$ cat src/rtl/xcs_pkg.sv
// ============================================================================
// xcs_pkg - shared types and constants for the XMODEM-CRC sender
// Request and status codes, phases, the CRC-16 byte update and the
// command/status bundles between the controller and the datapath.
// ============================================================================
`default_nettype none

package xcs_pkg;

  localparam int unsigned MaxPayloadDef = 1024;
  localparam int unsigned RxDepthDef    = 16;

  localparam logic [7:0] BSoh = 8'h01;
  localparam logic [7:0] BStx = 8'h02;
  localparam logic [7:0] BEot = 8'h04;
  localparam logic [7:0] BAck = 8'h06;
  localparam logic [7:0] BNak = 8'h15;
  localparam logic [7:0] BCan = 8'h18;
  localparam logic [7:0] BPad = 8'h1A;
  localparam logic [7:0] BC   = 8'h43;
  localparam logic [2:0] MaxRetry = 3'd5;
  localparam logic [15:0] CrcPoly = 16'h1021;

  localparam logic [10:0] PaySmall = 11'd128;
  localparam logic [10:0] PayBig   = 11'd1024;

  typedef enum logic [2:0] {
    REQ_START  = 3'd0,
    REQ_RX     = 3'd1,
    REQ_CANCEL = 3'd2,
    REQ_TICK   = 3'd3,
    REQ_LOAD   = 3'd4,
    REQ_LINK   = 3'd5
  } xcs_req_e;

  typedef enum logic [2:0] {
    ST_NONE   = 3'd0,
    ST_DONE   = 3'd1,
    ST_RETRY  = 3'd2,
    ST_LOCAL  = 3'd3,
    ST_REMOTE = 3'd4,
    ST_LINK   = 3'd5
  } xcs_status_e;

  typedef enum logic [2:0] {
    PH_IDLE,
    PH_WAIT_C,
    PH_PREPARE,
    PH_LOAD,
    PH_SEND,
    PH_WAIT_ACK,
    PH_SEND_EOT,
    PH_WAIT_EOT_ACK
  } xcs_phase_e;

  typedef enum logic [2:0] {
    C_IDLE,
    C_FETCH,
    C_EXEC,
    C_DIV,
    C_DIVW,
    C_FIN
  } xcs_ctl_e;

  typedef enum logic [0:0] {
    CFG_MODE = 1'b0,
    CFG_LEN  = 1'b1
  } xcs_cfg_e;

  typedef struct packed {
    logic accept;    // latch the input transaction
    logic fetch;     // read payload store and receive queue
    logic exec;      // commit one protocol step
    logic div_start; // start the progress division
    logic load_out;  // move the result into the output register
  } xcs_cmd_t;

  typedef struct packed {
    logic need_div;
    logic div_done;
    logic out_free;
  } xcs_sts_t;

  function automatic logic [15:0] xcs_crc8(input logic [15:0] crc, input logic [7:0] d);
    logic [15:0] c;
    c = crc ^ {d, 8'h00};
    for (int i = 0; i < 8; i++) begin
      c = c[15] ? ((c << 1) ^ CrcPoly) : (c << 1);
    end
    return c;
  endfunction

endpackage

`default_nettype wire

$ cat src/rtl/xcs_ctrl.sv
// ============================================================================
// xcs_ctrl - transaction sequencer
// Walks each accepted transaction through fetch, execute, optional
// division and result hand-off.
// ============================================================================
`default_nettype none

module xcs_ctrl (
  input  wire logic              clk_i,
  input  wire logic              rst_ni,
  input  wire logic              in_valid_i,
  output logic                   in_stall_o,
  input  wire xcs_pkg::xcs_sts_t sts_i,
  output xcs_pkg::xcs_cmd_t      cmd_o
);
  import xcs_pkg::*;

  xcs_ctl_e state_q, state_d;

  always_ff @(posedge clk_i or negedge rst_ni) begin
    if (!rst_ni) begin
      state_q <= C_IDLE;
    end else begin
      state_q <= state_d;
    end
  end

  always_comb begin
    state_d = state_q;
    case (state_q)
      C_IDLE:  if (in_valid_i) state_d = C_FETCH;
      C_FETCH: state_d = C_EXEC;
      C_EXEC:  state_d = sts_i.need_div ? C_DIV : C_FIN;
      C_DIV:   state_d = C_DIVW;
      C_DIVW:  if (sts_i.div_done) state_d = C_FIN;
      C_FIN:   if (sts_i.out_free) state_d = C_IDLE;
      default: state_d = C_IDLE;
    endcase
  end

  always_comb begin
    cmd_o      = '0;
    in_stall_o = 1'b1;
    case (state_q)
      C_IDLE: begin
        in_stall_o   = 1'b0;
        cmd_o.accept = in_valid_i;
      end
      C_FETCH: cmd_o.fetch = 1'b1;
      C_EXEC:  cmd_o.exec = 1'b1;
      C_DIV:   cmd_o.div_start = 1'b1;
      C_FIN:   cmd_o.load_out = sts_i.out_free;
      default: ;
    endcase
  end

  assert property (@(posedge clk_i) disable iff (!rst_ni)
    cmd_o.exec |-> $past(cmd_o.fetch))
    else $error("exec without fetch");

  assert property (@(posedge clk_i) disable iff (!rst_ni)
    cmd_o.accept |=> !cmd_o.accept && in_stall_o)
    else $error("second transaction taken while busy");

  assert property (@(posedge clk_i) disable iff (!rst_ni)
    cmd_o.div_start |-> $past(cmd_o.exec) && $past(sts_i.need_div))
    else $error("division started without request");

endmodule

`default_nettype wire

$ cat config.mk
export PLATFORM = sky130hd
export DESIGN_NAME = xcs_ctrl
export DESIGN_NICKNAME = d
export VERILOG_FILES = /design/src/rtl/xcs_pkg.sv /design/src/rtl/xcs_ctrl.sv
export SDC_FILE = /design/constraint.sdc
export NUM_CORES = 1
export LEC_CHECK = 0
export BUFFER_PORTS_ARGS = -buffer_cell sky130_fd_sc_hd__buf_2
export CORE_AREA = 2 2 39 41
export DETAILED_ROUTE_END_ITERATION = 10
export DIE_AREA = 0 0 41 43
export PLACE_DENSITY = 0.39
export SKIP_CTS_REPAIR_TIMING = 1
export SLEW_MARGIN = 20
export SYNTH_ARGS = -nofsm -noshare
export SYNTH_HDL_FRONTEND = slang
export SYNTH_SLANG_ARGS = --single-unit
$ cat constraint.sdc
create_clock -name clk_i -period 1.6 [get_ports clk_i]
set_input_delay 0.16 -clock clk_i [delete_from_list [all_inputs] [get_ports clk_i]]
set_output_delay 0.16 -clock clk_i [all_outputs]
set_load 0.02 [all_outputs]
==> impl_metrics.ini <==
[die]
initial_core_util_pct = 15.4
dieArea_mm2 = 0.00176
ios = 12
fp.coreArea_mm2 = 0.00138
chipHeight_um = 43
num_rows = 14
die_w_um = 41

[yosys]
avgSynthCellArea_um2 = 8.18
synthSimpleGateAreaFrac_pct = 36.5
synth_top_family_by_area = simple AND/OR/NAND/NOR gates
synthCells = 26
ys_top_cells_by_area = dfrtp_1 35%, nor2_1 8.8%, buf_6 5.3%
synthMuxAreaShare_pct = 4.71
synth.cell_area_um2 = 213
yosys.area_share.xor_xnor_pct = 0
synth_top_area_share_pct = 35.3
synthAdderAreaFrac_pct = 0
ys_ff_latch = 3
synth_cell_types = 16
synth_top_area_cell = dfrtp_1
synth-compound-area-share_pct = 12.4
ys_seq_area_share_pct = 35.3
syn-num-nets = 32
ys.warnings.count = 0

[setup_path]
path_class = reg2out
start_kind = register
cp.required_ps = 1440
cp_data_arrival_time_ps = 1340
cp-end-kind = output port
worst-path-max-fanout = 8

[cells_and_area]
finalNonFillerCells = 56
layout.nets = 47
top_register = state_q
drive_gt1_share_pct = 42.5
antenna_cells = 0
largest_registers = state_q: 3 flops
largest_reg_flops = 3
syn2layout_area_growth_pct = 44.7

[global_routing]
grt_overflow = 0
antenna_found_initial = 0
grt_pass1_vias = 202
grt_usage_pct = 6.54
grt_max_degree = 10
grt_pass1_wl_um = 745

[routing]
wirelength_um = 475
drcViolationCount = 0
wl_per_cell_um = 8.48
vias = 215
avgViaCountPerCell = 3.84
dr.pass1.iters = 2
ant_nets = 0
drt_iter0_drc = 3

[sta]
setup_viol = 0
fin_crit_ps = 1500
rsz0062_at_grt = false
hold_viol = 0
relSlewSlack_pct = 81.3
setup_ws_ps = 102
tns_ps = 0
drv_slew = 0
max_freq_mhz = 667
finalClockSkew_ps = 1.35
post-route-period-util_pct = 93.6
tightest_slew_ps = 280

[worst_hold_path]
worstHoldPathType = in2async

[power]
power_density_mw_per_mm2 = 1910
ir_drop_v = 0.000712
p_leak_nw = 0.167

[clock_network]
clock_latency_ps = 230
htree_levels = 1
cts-root-buf = clkbuf_4
clock-sinks = 3
cts_max_path_buffers = 2
numCtsBuffers = 3
cts_tree = built
clkTransAtPathRegs_ps = 40

[place]
place_inst = 51
place_ws_ps = 344
place.gp.congestion = 0.572
io_buffer_count = 11
detailed_place_hpwl_um = 338

[status]
status = complete, no violations

[job]
cap_violations = 0
cell usage in the layout, fill, tap and decap left out, drive strengths merged:
cell type and instances:
a21o 1, dfrtp 3, or3 1, buf 11
mux2i 1, clkbuf 4, nor2 6, nor3b 1
o32ai 1, dlygate4sd3 1, inv 2, nand2 3
and2b 1, a21oi 2, nand2b 1, or2b 1
power breakdown:
group	leakage [nW]	switching (mW)	internal [mW]
logic	0.113	0.146	0.131
clock network	0.0150	0.0371	0.0933
registers	0.0381	0.0706	0.109
critical path: stages, from the launching register on:
cell and delay (ps):
dfrtp_1 460, or3_4 420, nor2_2 70, buf_2 160
final cells by class:
cell class / count / area, µm²
sequential: 3 / 75.1
multi-input combinational: 19 / 114
clock buffer: 4 / 26.3
inverter: 2 / 7.51
tap: 16 / 20.0
timing repair buffer: 12 / 65.1
fill: 159 / 1080
per-stage QoR:
step / total power [mW] / area [µm²] / hold WS (ps) / util, %
final: 0.588 / 308 / 251 / 22.2
after global routing: 0.645 / 308 / 260 / 22.2
after CTS: 0.600 / 298 / -293 / 21.5
after detailed placement: 0.461 / 272 / -40.9 / 19.6
after global placement: 0.463 / 272 / -40.3 / 19.6
after floorplan: 0.407 / 213 / -136 / -
metal layers:
metal	vias up	routed length (µm)	track usage, %
met5	-	0	0
met2	8	204	8.44
met4	0	0	6.00
met1	94	226	7.44
met3	0	44	3.14
li1	113	-	-
logic make-up (layout without fill, tap and decap cells):
family,count (synthesis),after routing
mux,1,1
simple gates,14,14
flops,3,3
buf+inv,4,18
compound gates,4,4
path summary, 6_finish.rpt:
kind / start / end / slack [ps] / cells after the start
worst max-delay path: state_q[0] / cmd_o[4] / 100 / 3
worst min-delay path: rst_ni / state_q[1] / 250 / 2
worst max register to register: state_q[0] / state_q[2] / 560 / 3
worst min register to register: state_q[2] / state_q[1] / 610 / 1
max in group asynchronous: rst_ni / state_q[2] / 1240 / 2
min in group clk_i: sts_i[1] / state_q[0] / 250 / 3
cells in the mapped netlist, drive strengths merged:
master and n:
or3 1, inv 2, and2b 1, or2b 1
nand2 3, o32ai 1, nor2 6, nor3b 1
buf 2, a21oi 2, a21o 1, nand2b 1
dfrtp 3, mux2i 1
Power figures use the tool's default switching activity.
