[config.mk]
export PLATFORM = sky130hd
export DESIGN_NAME = xcs_pct
export DESIGN_NICKNAME = d
export VERILOG_FILES = /design/src/rtl/xcs_pkg.sv /design/src/rtl/xcs_pct.sv
export SDC_FILE = /design/constraint.sdc
export NUM_CORES = 1
export LEC_CHECK = 0
export ABC_AREA = 1
export BUFFER_PORTS_ARGS = -buffer_cell sky130_fd_sc_hd__buf_4
export CORE_MARGIN = 4
export CORE_UTILIZATION = 65
export DETAILED_ROUTE_END_ITERATION = 6
export GPL_ROUTABILITY_DRIVEN = 0
export HOLD_SLACK_MARGIN = 0.03
export PLACE_DENSITY_LB_ADDON = 0.25
export SLEW_MARGIN = 0
export SYNTH_ARGS = -nofsm -noshare
export SYNTH_HDL_FRONTEND = slang
export SYNTH_SLANG_ARGS = --single-unit
[constraint.sdc]
create_clock -name clk_i -period 8.3 [get_ports clk_i]
set_input_delay 1.66 -clock clk_i [delete_from_list [all_inputs] [get_ports clk_i]]
set_output_delay 1.66 -clock clk_i [all_outputs]
set_load 0.02 [all_outputs]
[src/rtl/xcs_pkg.sv]
// ============================================================================
// xcs_pkg - shared types and constants for the XMODEM-CRC sender
// Request and status codes, phases, the CRC-16 byte update and the
// command/status bundles between the controller and the datapath.
// ============================================================================
`default_nettype none

package xcs_pkg;

  localparam int unsigned MaxPayloadDef = 1024;
  localparam int unsigned RxDepthDef    = 16;

  localparam logic [7:0] BSoh = 8'h01;
  localparam logic [7:0] BStx = 8'h02;
  localparam logic [7:0] BEot = 8'h04;
  localparam logic [7:0] BAck = 8'h06;
  localparam logic [7:0] BNak = 8'h15;
  localparam logic [7:0] BCan = 8'h18;
  localparam logic [7:0] BPad = 8'h1A;
  localparam logic [7:0] BC   = 8'h43;
  localparam logic [2:0] MaxRetry = 3'd5;
  localparam logic [15:0] CrcPoly = 16'h1021;

  localparam logic [10:0] PaySmall = 11'd128;
  localparam logic [10:0] PayBig   = 11'd1024;

  typedef enum logic [2:0] {
    REQ_START  = 3'd0,
    REQ_RX     = 3'd1,
    REQ_CANCEL = 3'd2,
    REQ_TICK   = 3'd3,
    REQ_LOAD   = 3'd4,
    REQ_LINK   = 3'd5
  } xcs_req_e;

  typedef enum logic [2:0] {
    ST_NONE   = 3'd0,
    ST_DONE   = 3'd1,
    ST_RETRY  = 3'd2,
    ST_LOCAL  = 3'd3,
    ST_REMOTE = 3'd4,
    ST_LINK   = 3'd5
  } xcs_status_e;

  typedef enum logic [2:0] {
    PH_IDLE,
    PH_WAIT_C,
    PH_PREPARE,
    PH_LOAD,
    PH_SEND,
    PH_WAIT_ACK,
    PH_SEND_EOT,
    PH_WAIT_EOT_ACK
  } xcs_phase_e;

  typedef enum logic [2:0] {
    C_IDLE,
    C_FETCH,
    C_EXEC,
    C_DIV,
    C_DIVW,
    C_FIN
  } xcs_ctl_e;

  typedef enum logic [0:0] {
    CFG_MODE = 1'b0,
    CFG_LEN  = 1'b1
  } xcs_cfg_e;

  typedef struct packed {
    logic accept;    // latch the input transaction
    logic fetch;     // read payload store and receive queue
    logic exec;      // commit one protocol step
    logic div_start; // start the progress division
    logic load_out;  // move the result into the output register
  } xcs_cmd_t;

  typedef struct packed {
    logic need_div;
    logic div_done;
    logic out_free;
  } xcs_sts_t;

  function automatic logic [15:0] xcs_crc8(input logic [15:0] crc, input logic [7:0] d);
    logic [15:0] c;
    c = crc ^ {d, 8'h00};
    for (int i = 0; i < 8; i++) begin
      c = c[15] ? ((c << 1) ^ CrcPoly) : (c << 1);
    end
    return c;
  endfunction

endpackage

`default_nettype wire

[src/rtl/xcs_pct.sv]
// ============================================================================
// xcs_pct - progress percent divider
// sent*100/len clamped to 100: a multiply step, a range check that may clamp
// at once, else seven restoring steps, one quotient bit per cycle.
// ============================================================================
`default_nettype none

module xcs_pct (
  input  wire logic        clk_i,
  input  wire logic        rst_ni,
  input  wire logic        start_i,
  input  wire logic [23:0] sent_i,
  input  wire logic [23:0] len_i,
  output logic             done_o,
  output logic [6:0]       pct_o
);
  import xcs_pkg::*;

  logic [30:0] prod_q, rem_q, dvs_q;
  logic [6:0]  quo_q;
  logic [2:0]  cnt_q;
  logic        mul_q, run_q, done_q;

  always_ff @(posedge clk_i or negedge rst_ni) begin
    if (!rst_ni) begin
      mul_q  <= 1'b0;
      run_q  <= 1'b0;
      done_q <= 1'b0;
      cnt_q  <= '0;
    end else begin
      done_q <= 1'b0;
      if (start_i) begin
        mul_q <= 1'b1;
      end else if (mul_q) begin
        mul_q <= 1'b0;
        if (prod_q >= {len_i, 7'b0}) begin
          done_q <= 1'b1;
        end else begin
          run_q <= 1'b1;
          cnt_q <= 3'd6;
        end
      end else if (run_q) begin
        cnt_q <= cnt_q - 3'd1;
        if (cnt_q == 3'd0) begin
          run_q  <= 1'b0;
          done_q <= 1'b1;
        end
      end
    end
  end

  // datapath, no reset
  always_ff @(posedge clk_i) begin
    if (start_i) begin
      prod_q <= 31'(sent_i) * 31'd100;
    end else if (mul_q) begin
      rem_q <= prod_q;
      dvs_q <= {1'b0, len_i, 6'b0};
      quo_q <= (prod_q >= {len_i, 7'b0}) ? 7'd100 : 7'd0;
    end else if (run_q) begin
      if (rem_q >= dvs_q) begin
        rem_q <= rem_q - dvs_q;
        quo_q <= {quo_q[5:0], 1'b1};
      end else begin
        quo_q <= {quo_q[5:0], 1'b0};
      end
      dvs_q <= dvs_q >> 1;
    end
  end

  assign done_o = done_q;
  assign pct_o  = (quo_q > 7'd100) ? 7'd100 : quo_q;

endmodule

`default_nettype wire

==> reports/results.txt <==
Starting Density - 0.6679
HPWL Detailed - 18.22 mm
worst setup margin - 4076 ps
Die Y - 130.7 um
leading area contributor after synthesis - edfxtp_1
Worst-path clk slew - 70 ps
Period minus WS final - 4224 ps
WP data required - 8400 ps
core area - 14640 um2
Worst R2R Path Depth - 6
final period utilization - 0.5089
worst skew pair latency - 350 ps
Final setup viols - 0
Setup CP Type - in -> reg
I/O pin count - 59
Rel. slew slack - 0.4376
first-pass GRT wire length - 37.35 mm
vias per inst - 5.453
GRT Total Usage - 0.2745
clk root buf - clkbuf_16
initial antenna violation count - 0
Pwr per Cell Area - 225.6 nW/um2
Syn Inst Count - 1313
commonest non-fill, non-tap cells in the layout - nand2_1, inv_1, ha_1
Final Skew - 12.99 ps
maximum fanout along the worst path - 5
clock buffer depth - 2
Post-CTS Hold Fix Bufs - 0
Remaining DRCs - 0
static leakage - 5.705 nW
Final nets - 1574
CP Data Arrival Time - 4320 ps
Slew @ Worst Pin - 843.5 ps
Setup crit end - prod_q[28]$_DFFE_PP_
pre-CTS setup slack - 3721 ps
Rows - 44
routed len/inst - 14.29 um
Filler cells - 1164
die area - 17070 um2
post-synth net total - 1517
DR pass1 iterations - 7
Crit. Startpoint - sent_i[3]
final count of hold timing violations - 0
peak supply drop - 0.1122 mV
largest net degree at the start of global routing - 95
H-tree depth - 3
# Max-Cap Violations - 0
vias in the first global route - 8339
# Post-CTS Setup Buffers - 0
HP Class - reg -> reg
startpoint types - primary input
Cell Area, Synth - 9781 um2
sequential fraction of the synthesis area - 0.3132
RSZ-0062 raised after global routing - false
worst hold path startpoint - cnt_q[0]$_DFFE_PN0P_
PortBufs - 58
Sink Count - 103
CTS Buf Count - 9
ant diodes - 0
initial DRC count - 566
max-slew violations - 0
setup TNS - 0 ps
R2R Setup Slk - 5120 ps
area grow syn2layout - 9.339%
element type at the critical path end - flop
syn_area_per_cell - 7.449 um2
number of synthesized register bits - 103
# resized after CTS - 0
Die X-Extent - 130.7 um
synth top area cells - edfxtp_1, ha_1, nand2_1
most common cell after layout, fill and taps aside - nand2_1
unique cell type count in the Yosys netlist - 42
final wirelength - 22.28 mm
CTS tree - yes
synth warn - 0
Overflow after GRT - 0
f_max - 236.8 MHz
routed via count - 8502
status - completed
capture point of the worst reg-to-reg path - rem_q[30]$_DFFE_PP_
share of the synthesized area in the top cell type - 0.2978
layout cell share with drive strength beyond 1 - 0.08945
ANT nets after route - 0
reg-to-reg startpoint - mul_q$_DFF_PN0_
[area by class of cell]
type                       count  area (um2)  area share
sequential                   103        3064      0.2865
multi-input combinational    918        5620      0.5256
clock inverter                 7       55.05    0.005148
clock buffer                   9       225.2     0.02106
inverter                     277        1041     0.09734
tap                          184       230.2     0.02153
timing repair buffer          61       457.9     0.04282
[how the worst min path moves through the flow]
stage	slack, ps	depth (start not counted)	end
after floorplan	440	2	run_q$_DFFE_PN0P_
after global placement	460	2	cnt_q[0]$_DFFE_PN0P_
after detailed placement	470	2	run_q$_DFFE_PN0P_
after CTS	480	2	run_q$_DFFE_PN0P_
after global routing	530	2	run_q$_DFFE_PN0P_
final	480	2	cnt_q[0]$_DFFE_PN0P_
[cells by family (layout without fill, tap and decap cells)]
group,Yosys count,count (layout),synth area share
AO/OA/AOI/OAI,141,141,0.07944
XOR/XNOR,29,29,0.02597
adder cells (fa/ha/maj),153,153,0.2111
buffers and inverters,292,354,0.1130
flip-flops,103,103,0.3132
AND/OR/NAND/NOR,595,595,0.2574
[layer usage]
| metal | track usage | share of wire | up-vias |
|---|---|---|---|
| li1 | - | - | 4299 |
| met1 | 0.3218 | 0.41 | 3856 |
| met2 | 0.5035 | 0.50 | 275 |
| met3 | 0.02398 | 0.043 | 72 |
| met4 | 0.1331 | 0.049 | 0 |
| met5 | 0 | 0 | - |
[synthesized netlist by cell type, drive strengths merged]
master  count
nor2      108
a31oi       6
nor4        1
buf         6
o21ai      57
nand3b      7
a21boi      1
o21bai      5
nand2     372
nand4      14
nor3       10
edfxtp     97
xnor2      10
or2         7
dfrtp       6
nand3      72
fa         20
and3        1
a21oi      59
clkbuf      9
and2        2
ha        133
a21o        6
o22ai       2
clkinv      1
inv       276
xor2       19
nor2b       1
o21a        5
[critical path: stages]
cell	delay, ps
buf_4	120
ha_1	280
ha_1	280
inv_1	50
fa_1	500
inv_1	40
ha_1	360
a21oi_1	210
nand2_1	190
nand3_1	130
nand2_1	130
nand4_1	120
nand3_1	100
xor2_1	150
[sequential cells by signal, summed over array words and instances, names as in the netlist]
name    count
done_o      1
mul_q       1
dvs_q      30
quo_q       7
run_q       1
rem_q      31
cnt_q       3
prod_q     29
[through the flow]
stage	power, W	instances	cell area (um2)	hold slack [ps]	utilization
2_1_floorplan	0.001687	1313	9781	441.5	-
3_3_place_gp	0.001952	1543	10410	455.5	0.7111
3_5_place_dp	0.001996	1543	10410	466.2	0.7111
4_1_cts	0.002407	1559	10690	480.9	0.7303
5_1_grt	0.002624	1559	10690	530.1	0.7303
6_report	0.002413	1559	10690	478.2	0.7303
[where the power goes]
group | leakage (nW) | internal, W | switching [W]
sequential | 1.01 | 0.000735 | 0.0000557
combinational | 4.55 | 0.000439 | 0.000776
clock | 0.138 | 0.000207 | 0.000200
total | 5.70 | 0.00138 | 0.00103
Note: power is estimated with default switching activity, not from simulation.
